[config.mk]
export PLATFORM = sky130hd
export DESIGN_NAME = chip8_decode_execute_subset_top
export DESIGN_NICKNAME = d
export VERILOG_FILES = /design/src/rtl/c8de_pkg.sv /design/src/rtl/c8de_front.sv /design/src/rtl/c8de_queue.sv /design/src/rtl/c8de_back.sv /design/src/rtl/chip8_decode_execute_subset_top.sv
export SDC_FILE = /design/constraint.sdc
export NUM_CORES = 1
export LEC_CHECK = 0
export BUFFER_PORTS_ARGS = -buffer_cell sky130_fd_sc_hd__buf_4
export CELL_PAD_IN_SITES_DETAIL_PLACEMENT = 1
export CELL_PAD_IN_SITES_GLOBAL_PLACEMENT = 1
export CORE_MARGIN = 3
export CORE_UTILIZATION = 52
export DETAILED_ROUTE_END_ITERATION = 16
export PLACE_DENSITY = 0.85
export REMOVE_ABC_BUFFERS = 1
export SYNTH_ARGS = -nofsm -noshare
export SYNTH_HDL_FRONTEND = slang
export SYNTH_HIERARCHICAL = 1
export SYNTH_SLANG_ARGS = --single-unit
[constraint.sdc]
create_clock -name clk -period 8.7 [get_ports clk]
set_input_delay 0.87 -clock clk [delete_from_list [all_inputs] [get_ports clk]]
set_output_delay 0.87 -clock clk [all_outputs]
set_load 0.1 [all_outputs]
[src/rtl/c8de_pkg.sv]
// ----------------------------------------------------------------------------
// c8de_pkg
// shared types, opcode table and codes for the chip-8 decode/execute block
// ----------------------------------------------------------------------------
package c8de_pkg;

  localparam int NUM_OPS     = 35;
  localparam int OP_W        = 6;
  localparam int WORD_W      = 16;
  localparam int ADDR_W      = 12;
  localparam int DATA_W      = 8;
  localparam int VREG_NUM    = 16;
  localparam int VIDX_W      = $clog2(VREG_NUM);
  localparam int STACK_DEPTH = 16;
  localparam int SP_W        = $clog2(STACK_DEPTH + 1);
  localparam int SIDX_W      = $clog2(STACK_DEPTH);
  localparam int QUEUE_DEPTH = 2;
  localparam int QPTR_W      = $clog2(QUEUE_DEPTH);
  localparam int QCNT_W      = $clog2(QUEUE_DEPTH + 1);

  localparam logic [ADDR_W-1:0] START_RESET = 12'h200;

  typedef logic [OP_W-1:0] op_t;

  localparam op_t OP_RET  = 6'd1;
  localparam op_t OP_CALL = 6'd3;
  localparam op_t OP_SEI  = 6'd4;
  localparam op_t OP_LDI  = 6'd7;
  localparam op_t OP_ADDI = 6'd8;
  localparam op_t OP_LDA  = 6'd19;
  localparam op_t OP_NONE = 6'd35;

  typedef enum logic [2:0] {
    ST_OK  = 3'd0,
    ST_ILL = 3'd1,
    ST_UF  = 3'd2,
    ST_OF  = 3'd3,
    ST_NI  = 3'd4
  } status_t;

  typedef struct packed {
    logic [WORD_W-1:0] word;
    op_t               op;
  } item_t;

  localparam logic [WORD_W-1:0] OP_FILTER [NUM_OPS] = '{
    16'h00E0, 16'h00EE, 16'h1000, 16'h2000, 16'h3000, 16'h4000, 16'h5000,
    16'h6000, 16'h7000, 16'h8000, 16'h8001, 16'h8002, 16'h8003, 16'h8004,
    16'h8005, 16'h8006, 16'h8007, 16'h800E, 16'h9000, 16'hA000, 16'hB000,
    16'hC000, 16'hD000, 16'hE09E, 16'hE0A1, 16'hF007, 16'hF00A, 16'hF015,
    16'hF018, 16'hF01E, 16'hF029, 16'hF033, 16'hF055, 16'hF065, 16'h0000
  };

  localparam logic [WORD_W-1:0] OP_MASK [NUM_OPS] = '{
    16'hFFFF, 16'hFFFF, 16'hF000, 16'hF000, 16'hF000, 16'hF000, 16'hF00F,
    16'hF000, 16'hF000, 16'hF00F, 16'hF00F, 16'hF00F, 16'hF00F, 16'hF00F,
    16'hF00F, 16'hF00F, 16'hF00F, 16'hF00F, 16'hF00F, 16'hF000, 16'hF000,
    16'hF000, 16'hF000, 16'hF0FF, 16'hF0FF, 16'hF0FF, 16'hF0FF, 16'hF0FF,
    16'hF0FF, 16'hF0FF, 16'hF0FF, 16'hF0FF, 16'hF0FF, 16'hF0FF, 16'hF000
  };

endpackage

[src/rtl/c8de_front.sv]
// ----------------------------------------------------------------------------
// c8de_front
// input handshake and opcode classification against the table
// ----------------------------------------------------------------------------
module c8de_front (
  input  logic                           in_valid,
  output logic                           in_stall,
  input  logic [c8de_pkg::WORD_W-1:0]    instruction_word,
  input  logic                           queue_full,
  output logic                           push,
  output c8de_pkg::item_t                push_item
);
  import c8de_pkg::*;

  op_t op;

  // first match in table order wins
  always_comb begin
    op = OP_NONE;
    for (int i = NUM_OPS - 1; i >= 0; i--) begin
      if ((instruction_word & OP_MASK[i]) == OP_FILTER[i]) begin
        op = OP_W'(i);
      end
    end
  end

  assign in_stall       = queue_full;
  assign push           = in_valid && !queue_full;
  assign push_item.word = instruction_word;
  assign push_item.op   = op;

endmodule

[src/rtl/c8de_queue.sv]
// ----------------------------------------------------------------------------
// c8de_queue
// short fifo of classified beats between front and back
// ----------------------------------------------------------------------------
module c8de_queue (
  input  logic            clk,
  input  logic            rst,
  input  logic            push,
  input  c8de_pkg::item_t push_item,
  output logic            full,
  input  logic            pop,
  output logic            head_valid,
  output c8de_pkg::item_t head_item
);
  import c8de_pkg::*;

  item_t               entries [QUEUE_DEPTH];
  logic [QPTR_W-1:0]   wr_ptr;
  logic [QPTR_W-1:0]   rd_ptr;
  logic [QCNT_W-1:0]   count;
  logic [QPTR_W-1:0]   wr_ptr_next;
  logic [QPTR_W-1:0]   rd_ptr_next;

  assign full       = (count == QCNT_W'(QUEUE_DEPTH));
  assign head_valid = (count != '0);
  assign head_item  = entries[rd_ptr];

  assign wr_ptr_next = (wr_ptr == QPTR_W'(QUEUE_DEPTH - 1)) ? '0 : wr_ptr + 1'b1;
  assign rd_ptr_next = (rd_ptr == QPTR_W'(QUEUE_DEPTH - 1)) ? '0 : rd_ptr + 1'b1;

  always_ff @(posedge clk) begin
    if (rst) begin
      wr_ptr <= '0;
      rd_ptr <= '0;
      count  <= '0;
    end else begin
      if (push) begin
        wr_ptr <= wr_ptr_next;
      end
      if (pop) begin
        rd_ptr <= rd_ptr_next;
      end
      if (push && !pop) begin
        count <= count + 1'b1;
      end else if (pop && !push) begin
        count <= count - 1'b1;
      end
    end
  end

  always_ff @(posedge clk) begin
    if (push) begin
      entries[wr_ptr] <= push_item;
    end
  end

endmodule

[src/rtl/c8de_back.sv]
// ----------------------------------------------------------------------------
// c8de_back
// executes classified beats against machine state, registers the result
// ----------------------------------------------------------------------------
module c8de_back (
  input  logic                            clk,
  input  logic                            rst,
  input  logic                            cfg_write,
  input  logic [c8de_pkg::ADDR_W-1:0]     cfg_data,
  input  logic                            head_valid,
  input  c8de_pkg::item_t                 head_item,
  output logic                            pop,
  output logic                            out_valid,
  input  logic                            out_stall,
  output logic [2:0]                      status,
  output logic [c8de_pkg::OP_W-1:0]       decoded_op,
  output logic [c8de_pkg::ADDR_W-1:0]     next_pc,
  output logic [c8de_pkg::ADDR_W-1:0]     index_value,
  output logic                            reg_write_valid,
  output logic [c8de_pkg::VIDX_W-1:0]     reg_write_index,
  output logic [c8de_pkg::DATA_W-1:0]     reg_write_value,
  output logic [c8de_pkg::SP_W-1:0]       stack_depth
);
  import c8de_pkg::*;

  logic [ADDR_W-1:0] pc;
  logic [ADDR_W-1:0] index_reg;
  logic [SP_W-1:0]   sp;
  logic [DATA_W-1:0] vregs  [VREG_NUM];
  logic [ADDR_W-1:0] rstack [STACK_DEPTH];

  logic [VIDX_W-1:0] x;
  logic [DATA_W-1:0] kk;
  logic [ADDR_W-1:0] nnn;
  logic [DATA_W-1:0] vx;
  logic [SP_W-1:0]   sp_m1;
  logic [ADDR_W-1:0] ret_addr;
  logic [ADDR_W-1:0] pc2;
  logic [ADDR_W-1:0] pc4;

  status_t           st;
  logic [ADDR_W-1:0] pc_next;
  logic [ADDR_W-1:0] index_next;
  logic [SP_W-1:0]   sp_next;
  logic              wr_v;
  logic [VIDX_W-1:0] wr_i;
  logic [DATA_W-1:0] wr_d;
  logic              stack_push;
  logic              fire;
  logic              commit;

  assign x        = head_item.word[11:8];
  assign kk       = head_item.word[7:0];
  assign nnn      = head_item.word[11:0];
  assign vx       = vregs[x];
  assign sp_m1    = sp - 1'b1;
  assign ret_addr = rstack[sp_m1[SIDX_W-1:0]];
  assign pc2      = pc + ADDR_W'(2);
  assign pc4      = pc + ADDR_W'(4);

  always_comb begin
    st         = ST_OK;
    pc_next    = pc;
    index_next = index_reg;
    sp_next    = sp;
    wr_v       = 1'b0;
    wr_i       = '0;
    wr_d       = '0;
    stack_push = 1'b0;
    case (head_item.op)
      OP_NONE: begin
        st = ST_ILL;
      end
      OP_RET: begin
        if (sp == '0) begin
          st = ST_UF;
        end else begin
          sp_next = sp_m1;
          pc_next = ret_addr;
        end
      end
      OP_CALL: begin
        if (sp >= SP_W'(STACK_DEPTH)) begin
          st = ST_OF;
        end else begin
          stack_push = 1'b1;
          sp_next    = sp + 1'b1;
          pc_next    = nnn;
        end
      end
      OP_SEI: begin
        pc_next = (vx == kk) ? pc4 : pc2;
      end
      OP_LDI: begin
        wr_v    = 1'b1;
        wr_i    = x;
        wr_d    = kk;
        pc_next = pc2;
      end
      OP_ADDI: begin
        wr_v    = 1'b1;
        wr_i    = x;
        wr_d    = vx + kk;
        pc_next = pc2;
      end
      OP_LDA: begin
        index_next = nnn;
        pc_next    = pc2;
      end
      default: begin
        st = ST_NI;
      end
    endcase
  end

  assign fire   = head_valid && (!out_valid || !out_stall);
  assign pop    = fire;
  assign commit = fire && (st == ST_OK);

  always_ff @(posedge clk) begin
    if (rst) begin
      pc        <= START_RESET;
      index_reg <= '0;
      sp        <= '0;
      out_valid <= 1'b0;
      for (int i = 0; i < VREG_NUM; i++) begin
        vregs[i] <= '0;
      end
    end else begin
      if (cfg_write) begin
        pc <= cfg_data;
      end else if (commit) begin
        pc <= pc_next;
      end
      if (commit) begin
        index_reg <= index_next;
        sp        <= sp_next;
        if (wr_v) begin
          vregs[wr_i] <= wr_d;
        end
      end
      if (fire) begin
        out_valid <= 1'b1;
      end else if (!out_stall) begin
        out_valid <= 1'b0;
      end
    end
  end

  // return stack, no reset: entries below sp are always written first
  always_ff @(posedge clk) begin
    if (commit && stack_push) begin
      rstack[sp[SIDX_W-1:0]] <= pc2;
    end
  end

  // result register
  always_ff @(posedge clk) begin
    if (fire) begin
      status          <= st;
      decoded_op      <= head_item.op;
      next_pc         <= (st == ST_OK) ? pc_next : pc;
      index_value     <= (st == ST_OK) ? index_next : index_reg;
      reg_write_valid <= wr_v;
      reg_write_index <= wr_i;
      reg_write_value <= wr_d;
      stack_depth     <= (st == ST_OK) ? sp_next : sp;
    end
  end

endmodule

[src/rtl/chip8_decode_execute_subset_top.sv]
// ----------------------------------------------------------------------------
// chip8_decode_execute_subset_top
// chip-8 instruction decode and execute of the load/add/skip/index/call/return
// subset, with a decode front end and an execute back end joined by a queue
// ----------------------------------------------------------------------------
//  channel  handshake              payload
//  in       in_valid / in_stall    instruction_word
//  out      out_valid / out_stall  status, decoded_op, next_pc, index_value,
//                                  reg_write_valid/index/value, stack_depth
//  config   cfg_write              cfg_data (start address, also loads pc)
//
//  one instruction per cycle sustained while out_stall is low; the execute
//  state loop closes combinationally; a result beat is queued, then registered.
//  synchronous reset: pc = 0x200, registers, index and stack pointer cleared.
//  in_stall rises only when the two-entry queue is full; an output stall
//  holds the result register and backs up into the queue.
// ----------------------------------------------------------------------------
module chip8_decode_execute_subset_top (
  input  logic                            clk,
  input  logic                            rst,
  input  logic                            cfg_write,
  input  logic [c8de_pkg::ADDR_W-1:0]     cfg_data,
  input  logic                            in_valid,
  output logic                            in_stall,
  input  logic [c8de_pkg::WORD_W-1:0]     instruction_word,
  output logic                            out_valid,
  input  logic                            out_stall,
  output logic [2:0]                      status,
  output logic [c8de_pkg::OP_W-1:0]       decoded_op,
  output logic [c8de_pkg::ADDR_W-1:0]     next_pc,
  output logic [c8de_pkg::ADDR_W-1:0]     index_value,
  output logic                            reg_write_valid,
  output logic [c8de_pkg::VIDX_W-1:0]     reg_write_index,
  output logic [c8de_pkg::DATA_W-1:0]     reg_write_value,
  output logic [c8de_pkg::SP_W-1:0]       stack_depth
);
  import c8de_pkg::*;

  logic  queue_full;
  logic  push;
  item_t push_item;
  logic  pop;
  logic  head_valid;
  item_t head_item;

  c8de_front u_front (
    .in_valid         (in_valid),
    .in_stall         (in_stall),
    .instruction_word (instruction_word),
    .queue_full       (queue_full),
    .push             (push),
    .push_item        (push_item)
  );

  c8de_queue u_queue (
    .clk        (clk),
    .rst        (rst),
    .push       (push),
    .push_item  (push_item),
    .full       (queue_full),
    .pop        (pop),
    .head_valid (head_valid),
    .head_item  (head_item)
  );

  c8de_back u_back (
    .clk             (clk),
    .rst             (rst),
    .cfg_write       (cfg_write),
    .cfg_data        (cfg_data),
    .head_valid      (head_valid),
    .head_item       (head_item),
    .pop             (pop),
    .out_valid       (out_valid),
    .out_stall       (out_stall),
    .status          (status),
    .decoded_op      (decoded_op),
    .next_pc         (next_pc),
    .index_value     (index_value),
    .reg_write_valid (reg_write_valid),
    .reg_write_index (reg_write_index),
    .reg_write_value (reg_write_value),
    .stack_depth     (stack_depth)
  );

endmodule

==> After elaboration in Yosys (flattened, before gate mapping) <==
Memory sizes are Yosys's and may differ from the RTL's. A register that Yosys moved wholly into a read port is not among the register bits.
Cells that the tools add are included.
{ "word_totals": {"n_memories": 3, "ram_bits": 364, "word_cells": 171, "reg_bits": 85, "in_bits": 33, "out_inout_bits": 53} }
{ "mem_list": {"columns": ["name", "depth", "word_bits", "read_ports", "rd_ports_with_merged_regs", "wr", "line", "rtl"], "rows": [
  ["u_back.rstack", 16, 12, 1, 0, 1, "c8de_back.sv:30", "logic [ADDR_W-1:0] rstack [STACK_DEPTH];"],
  ["u_back.vregs", 16, 8, 1, 0, 16, "c8de_back.sv:29", "logic [DATA_W-1:0] vregs [VREG_NUM];"],
  ["u_queue.entries", 2, 22, 1, 1, 1, "c8de_queue.sv:17", "item_t entries [QUEUE_DEPTH];"]
]} }
{ "op_classes": {"n_reduce_logical": 22, "n_lt_le_gt_ge": 1, "eq_ne": 44, "mux": 77, "add_sub_neg": 9} }
{ "op_table": {"columns": ["operator", "count"], "rows": [
  ["6-bit 2-to-1 mux", 34],
  ["12-bit == test (second input constant)", 11],
  ["12-bit 2-to-1 mux", 8],
  ["8-bit == test (second input constant)", 10],
  ["12-bit case mux with 4 select lines", 1],
  ["16-bit by 8-bit == test with 1-bit output (second input constant)", 2],
  ["1-bit 2-to-1 mux", 21],
  ["4-bit == test (second input constant)", 4],
  ["16-bit zero test", 1],
  ["8-bit case mux with 2 select lines", 1],
  ["5-bit 2-to-1 mux", 3],
  ["12-bit by 2-bit adder with 12-bit output (second input constant)", 1],
  ["12-bit by 3-bit adder with 12-bit output (second input constant)", 1],
  ["4-bit by 3-bit == test with 1-bit output (second input constant)", 3],
  ["6-bit by 3-bit == test with 1-bit output (second input constant)", 2],
  ["3-bit case mux with 4 select lines", 1],
  ["5-bit case mux with 2 select lines", 1],
  ["8-bit adder", 1],
  ["4-bit by 2-bit == test with 1-bit output (second input constant)", 2],
  ["8-bit by 7-bit == test with 1-bit output (second input constant)", 1],
  ["8-bit == test", 1],
  ["2-bit 2-to-1 mux", 4],
  ["4-bit 2-to-1 mux", 2],
  ["8-bit 2-to-1 mux", 1],
  ["other kinds (24)", 36]
]} }

==> Logic depth before layout (Yosys ltp) <==
Gate-level depths: netlist of run 1.
{ "depth": {"ltp_word": 36, "ltp_mapped": 16, "depth_no_buf": 12} }

==> Modules after synthesis <==
The synthesis of run 1 kept the hierarchy.
{ "by_module_without_submodules": {"columns": ["mod", "instances", "cells_per_inst", "seq_area_each_um2", "area_each_um2"], "rows": [
  ["c8de_back", 1, 1194, 11741.3, 17677.0],
  ["c8de_queue", 1, 90, 1421.4, 1789.2],
  ["c8de_front", 1, 141, 0.0, 982.2]
]} }

==> Least setup slack after synthesis of run 1 <==
Ideal clock, no wire load.
{ "synth_path": {"kind": "input-to-reg", "start": "input port out_stall", "end": "memory u_back.vregs[9][0], enable pin", "path_buffers": 0, "cell_stages": 5, "required_time_ps": 8366, "t_arrival_ps": 7278, "slack_ps": 1088, "setup_ps": 334, "cell_sequence": "a21boi_0 nand4_1 nor3_1 nand2_2 nand2b_1"} }
{ "synth_lines": {"columns": ["element", "line", "rtl"], "rows": [
  ["start: declaration", "chip8_decode_execute_subset_top.sv:27", "input logic out_stall,"],
  ["end: declaration", "c8de_back.sv:29", null]
]} }

==> results.json, run 1 <==
{
  "grt_pass1_vias": 14036,
  "finalSetupViolCount": 0,
  "worst_pin_slew_ps": 1220,
  "cts_resized": 0,
  "crit_required_ps": 9000,
  "fillers": 3589,
  "yosysWarnings": 6,
  "hp-class": "flop to flop",
  "syn_inst": 1409,
  "relSlewSlack": 0.183,
  "period_needed_ps": 5520,
  "drc": 0,
  "post_cts_buffers": 0,
  "critPathKind": "flop to flop",
  "ant_nets": 0,
  "dr.pass1.iters": 5,
  "drt_wl_total_um": 60000,
  "dp_slack_ps": 3350,
  "area_delta_synth_final_pct": 12.5,
  "largest_reg_flops": 192,
  "rsz0062_at_grt": "false",
  "grt_max_degree": 59,
  "drv_slew": 0,
  "clk_latency_ps": 560,
  "pwr-share-seq": 0.392,
  "cts.reportedPaths.clkPinSlew_ps": 60,
  "cts_sinks": 442,
  "place_area_um2": 21200,
  "power.total_uw": 6860,
  "cp-start-kind": "flop",
  "fin_ws_ps": 3180,
  "hold_violations": 0,
  "grt_pass1_wl_um": 90500,
  "antennaDiodeCount": 0,
  "cts_root_buffer": "clkbuf_16",
  "drt_iter0_drc": 1631,
  "cts_tree": "built",
  "endpoint_kind": "flop",
  "fmax_mhz": 181,
  "clockPowerShare": 0.275,
  "fin_area_um2": 22600,
  "post_drt_via_cell_ratio": 6.57,
  "numCtsBuffers": 45,
  "die_h_um": 203,
  "grt_usage": 0.292,
  "vdd_drop_max_uv": 336,
  "mostFrequentLayoutCell": "edfxtp_1",
  "gp_congestion": 0.927,
  "power_frac_comb": 0.332,
  "switching_share": 0.381,
  "leakagePower_uw": 0.00780,
  "netlist_area_um2": 20100,
  "nNetsFinal": 1523,
  "min_period_over_period": 0.635,
  "globalRouteOverflowTotal": 0,
  "core.rowCount": 71,
  "status": "completed",
  "cap_viol_max_count": 0,
  "core_um2": 37900,
  "finalSetupTns_ps": 0,
  "ios": 86,
  "power.internal_uw": 4250,
  "fp.dieW_um": 203,
  "power_switching_uw": 2610,
  "power_density_nw_per_um2": 303,
  "place_hpwl_um": 39100,
  "arrival_ps": 5820,
  "initial_core_util": 0.531,
  "syn_avg_cell_area_um2": 14.3,
  "drive_above_1_share": 0.229,
  "via_count": 13280,
  "final_cell_mix": "edfxtp_1 (407), nor2_1 (213), buf_4 (124)",
  "wl_per_cell_um": 29.7,
  "ctsHoldBuffers": 0,
  "skew_ps": 15.5,
  "crit_fanout": 39,
  "clk_path_buf_depth": 3,
  "antenna_found_initial": 0,
  "port_buffers": 85,
  "dieArea_um2": 41100,
  "htreeDepth": 2
}
## cell type report
type,instances,area (µm²),area share
clock buffer,65,1240,0.0548
tap,511,639,0.0282
clock inverter,18,170,0.00752
inverter,23,86.3,0.00381
timing repair buffer,124,931,0.0411
multi-input combinational,839,6650,0.294
sequential,442,12900,0.571
## worst max-delay path, stage by stage, from the launching register on
cell       delay, ps
dfxtp_1          820
mux2_2           280
buf_4            560
mux4_2           600
mux4_2           540
ha_1             340
a21o_1           200
a21oi_1          320
o211ai_1         200
a31oi_1          250
nor4_1            80
o2bb2ai_1        660
buf_4            320
nor2_1            70
## per-stage QoR
stage	cells	utilization	hold WS, ps
CTS	2021	0.596	483
finish	2022	0.597	502
detailed placement	1938	0.559	492
floorplan	1304	-	456
global placement	1938	0.559	479
global route	2022	0.597	494
## power groups by stage
stage / sequential, µW / combinational, µW / clock, µW
final: 2690 / 2280 / 1890
after global routing: 2710 / 2360 / 2000
after CTS: 2690 / 2260 / 1910
after detailed placement: 2730 / 2230 / 0
after global placement: 2720 / 2160 / 0
after floorplan: 3530 / 809 / 0
## layer usage
metal  up-vias  global-route usage  wire, µm
met3       194              0.0584      4950
met1      6819               0.375     22200
met2       769               0.493     30100
met4         0               0.117      2680
li1       5498                   -         -
met5         -                   0         0
## final timing paths
kind | slack (ps) | depth (start not counted) | start | end
worst max-delay path | 3180 | 13 | flop | u_back/vregs[13][7]$_SDFFCE_PN0P_
worst min register to register | 500 | 2 | u_back/index_reg[10]$_SDFFE_PP0P_ | u_back/index_reg[10]$_SDFFE_PP0P_
worst max register to register | 3180 | 13 | flop | u_back/vregs[13][7]$_SDFFCE_PN0P_
worst min-delay path | 500 | 2 | u_back/index_reg[10]$_SDFFE_PP0P_ | u_back/index_reg[10]$_SDFFE_PP0P_
Note: power is estimated with default switching activity, not from simulation.
==> run 2: changes to the inputs <==
==> constraint.sdc (replaced) <==
create_clock -name clk -period 5.7 [get_ports clk]
set_input_delay 0.57 -clock clk [delete_from_list [all_inputs] [get_ports clk]]
set_output_delay 0.57 -clock clk [all_outputs]
set_load 0.1 [all_outputs]
==> run 2 against run 1 <==
Final cell count rose by 0.45%. Sequential cell count did not move. Non-clock buffer count increased by 10. Cell area grew 0.75%. First-iteration DRC count grew 10%. Largest cell class unchanged.
==> results.json, run 2 (synthesized netlist as in run 1, its figures left out) <==
{
  "nNetsFinal": 1533,
  "final_util": 0.601,
  "ctsHoldBuffers": 0,
  "hold_violations": 0,
  "dr.pass1.iters": 5,
  "initial_core_util": 0.531,
  "endpoint_kind": "flop",
  "critPathKind": "flop to flop",
  "ios": 86,
  "post_cts_buffers": 0,
  "port_buffers": 85,
  "wl_per_cell_um": 29.4,
  "power.total_uw": 10600,
  "fin_ws_ps": 539,
  "fp.dieW_um": 203,
  "relSlewSlack": 0.237,
  "clk_latency_ps": 580,
  "numCtsBuffers": 45,
  "skew_ps": 23.1,
  "cts_root_buffer": "clkbuf_16",
  "ff2ff_path_depth": 13,
  "cts.reportedPaths.clkPinSlew_ps": 70,
  "period_needed_ps": 5160,
  "globalRouteOverflowTotal": 0,
  "min_period_over_period": 0.905,
  "drv_slew": 0,
  "power_density_nw_per_um2": 465,
  "vdd_drop_max_uv": 555,
  "grt_pass1_vias": 13786,
  "hold_ws_ps": 180,
  "drt_wl_total_um": 59700,
  "grt_pass1_wl_um": 89000,
  "cp_top_family": "compound AO/OA/AOI/OAI gates",
  "worst_pin_slew_ps": 1140,
  "crit_path_max_incr_delay_ps": 750,
  "dp_slack_ps": 664,
  "critical_path_buf_inv_count": 2,
  "ant_nets": 0,
  "core_um2": 37900,
  "largest_reg_flops": 192,
  "cts_sinks": 442,
  "die_h_um": 203,
  "antennaDiodeCount": 0,
  "cp_cell_sequence": "mux2_2, buf_12, mux4_2, mux4_2, ha_1, a21o_1, a21oi_1, o211ai_1, a31oi_1, nor4_1, o2bb2ai_1, buf_4, nor2_1",
  "rsz0062_at_grt": "false",
  "core.rowCount": 71,
  "hold_depth": 1,
  "crit_fanout": 20,
  "dieArea_um2": 41100,
  "status": "completed",
  "via_count": 13403,
  "cap_viol_max_count": 0,
  "place_hpwl_um": 39000,
  "path_common_cell": "mux4_2",
  "cp-start-kind": "flop",
  "finalSetupViolCount": 0,
  "hp-class": "primary input to flop",
  "htreeDepth": 2,
  "slowest_stage": "o2bb2ai_1",
  "fillers": 3619,
  "final_cell_mix": "edfxtp_1 (407), nor2_1 (213), buf_4 (132)",
  "cts_resized": 0,
  "arrival_ps": 5450,
  "place_area_um2": 21300,
  "drt_iter0_drc": 1797,
  "drive_above_1_share": 0.236,
  "grt_max_degree": 59,
  "antenna_found_initial": 0,
  "worstSetupPathDepth": 13,
  "fin_area_um2": 22800,
  "drc": 0,
  "leakagePower_uw": 0.00789,
  "area_delta_synth_final_pct": 13.3,
  "grt_usage": 0.288,
  "fmax_mhz": 194,
  "cts_tree": "built",
  "gp_congestion": 0.970,
  "mostFrequentLayoutCell": "edfxtp_1",
  "clk_path_buf_depth": 3,
  "post_drt_via_cell_ratio": 6.60,
  "crit_required_ps": 5990
}
==> run 2: changes by cell type in the layout (fill, tap and decap cells not counted), sizes merged <==
cell and change:
buf +10, bufinv +2, clkinvlp +2, clkinv +3, clkbuf -8
==> run 2: cell type report <==
type | instances | area [µm²] | share of cell area
inverters | 23 | 86.3 | 0.00378
clock buffers | 57 | 1200 | 0.0527
repair buffers | 134 | 1030 | 0.0452
multi-input cells | 839 | 6650 | 0.291
clock inverters | 25 | 279 | 0.0122
well taps | 511 | 639 | 0.0280
flip-flops and latches | 442 | 12900 | 0.567
==> run 2: report_power, final <==
group	total [µW]	switching (µW)	internal, µW
clock network	2990	1260	1730
registers	4090	157	3930
logic	3530	2610	922
total	10600	4030	6590
==> run 2: final timing paths <==
check / startpoint / endpoint / slack, ps
worst min register to register: u_back/index_reg[10]$_SDFFE_PP0P_ / u_back/index_reg[10]$_SDFFE_PP0P_ / 500
worst max-delay path: flop / u_back/vregs[3][7]$_SDFFCE_PN0P_ / 540
worst min-delay path: instruction_word[10] / u_queue/entries[1][16]$_DFFE_PP_ / 180
worst max register to register: flop / u_back/vregs[3][7]$_SDFFCE_PN0P_ / 540
==> run 2: metal layers <==
layer  vias up  global-route usage  wire length [µm]
met5         -                   0                 0
met4         0               0.110              2620
li1       5516                   -                 -
met2       856               0.484             29500
met3       174              0.0443              5270
met1      6857               0.384             22300
==> run 2: per-stage QoR <==
stage | instances | TNS (ps)
final | 2031 | 0
after global routing | 2031 | 0
after CTS | 2030 | 0
after detailed placement | 1948 | 0
after global placement | 1948 | 0
after floorplan | 1304 | -827330
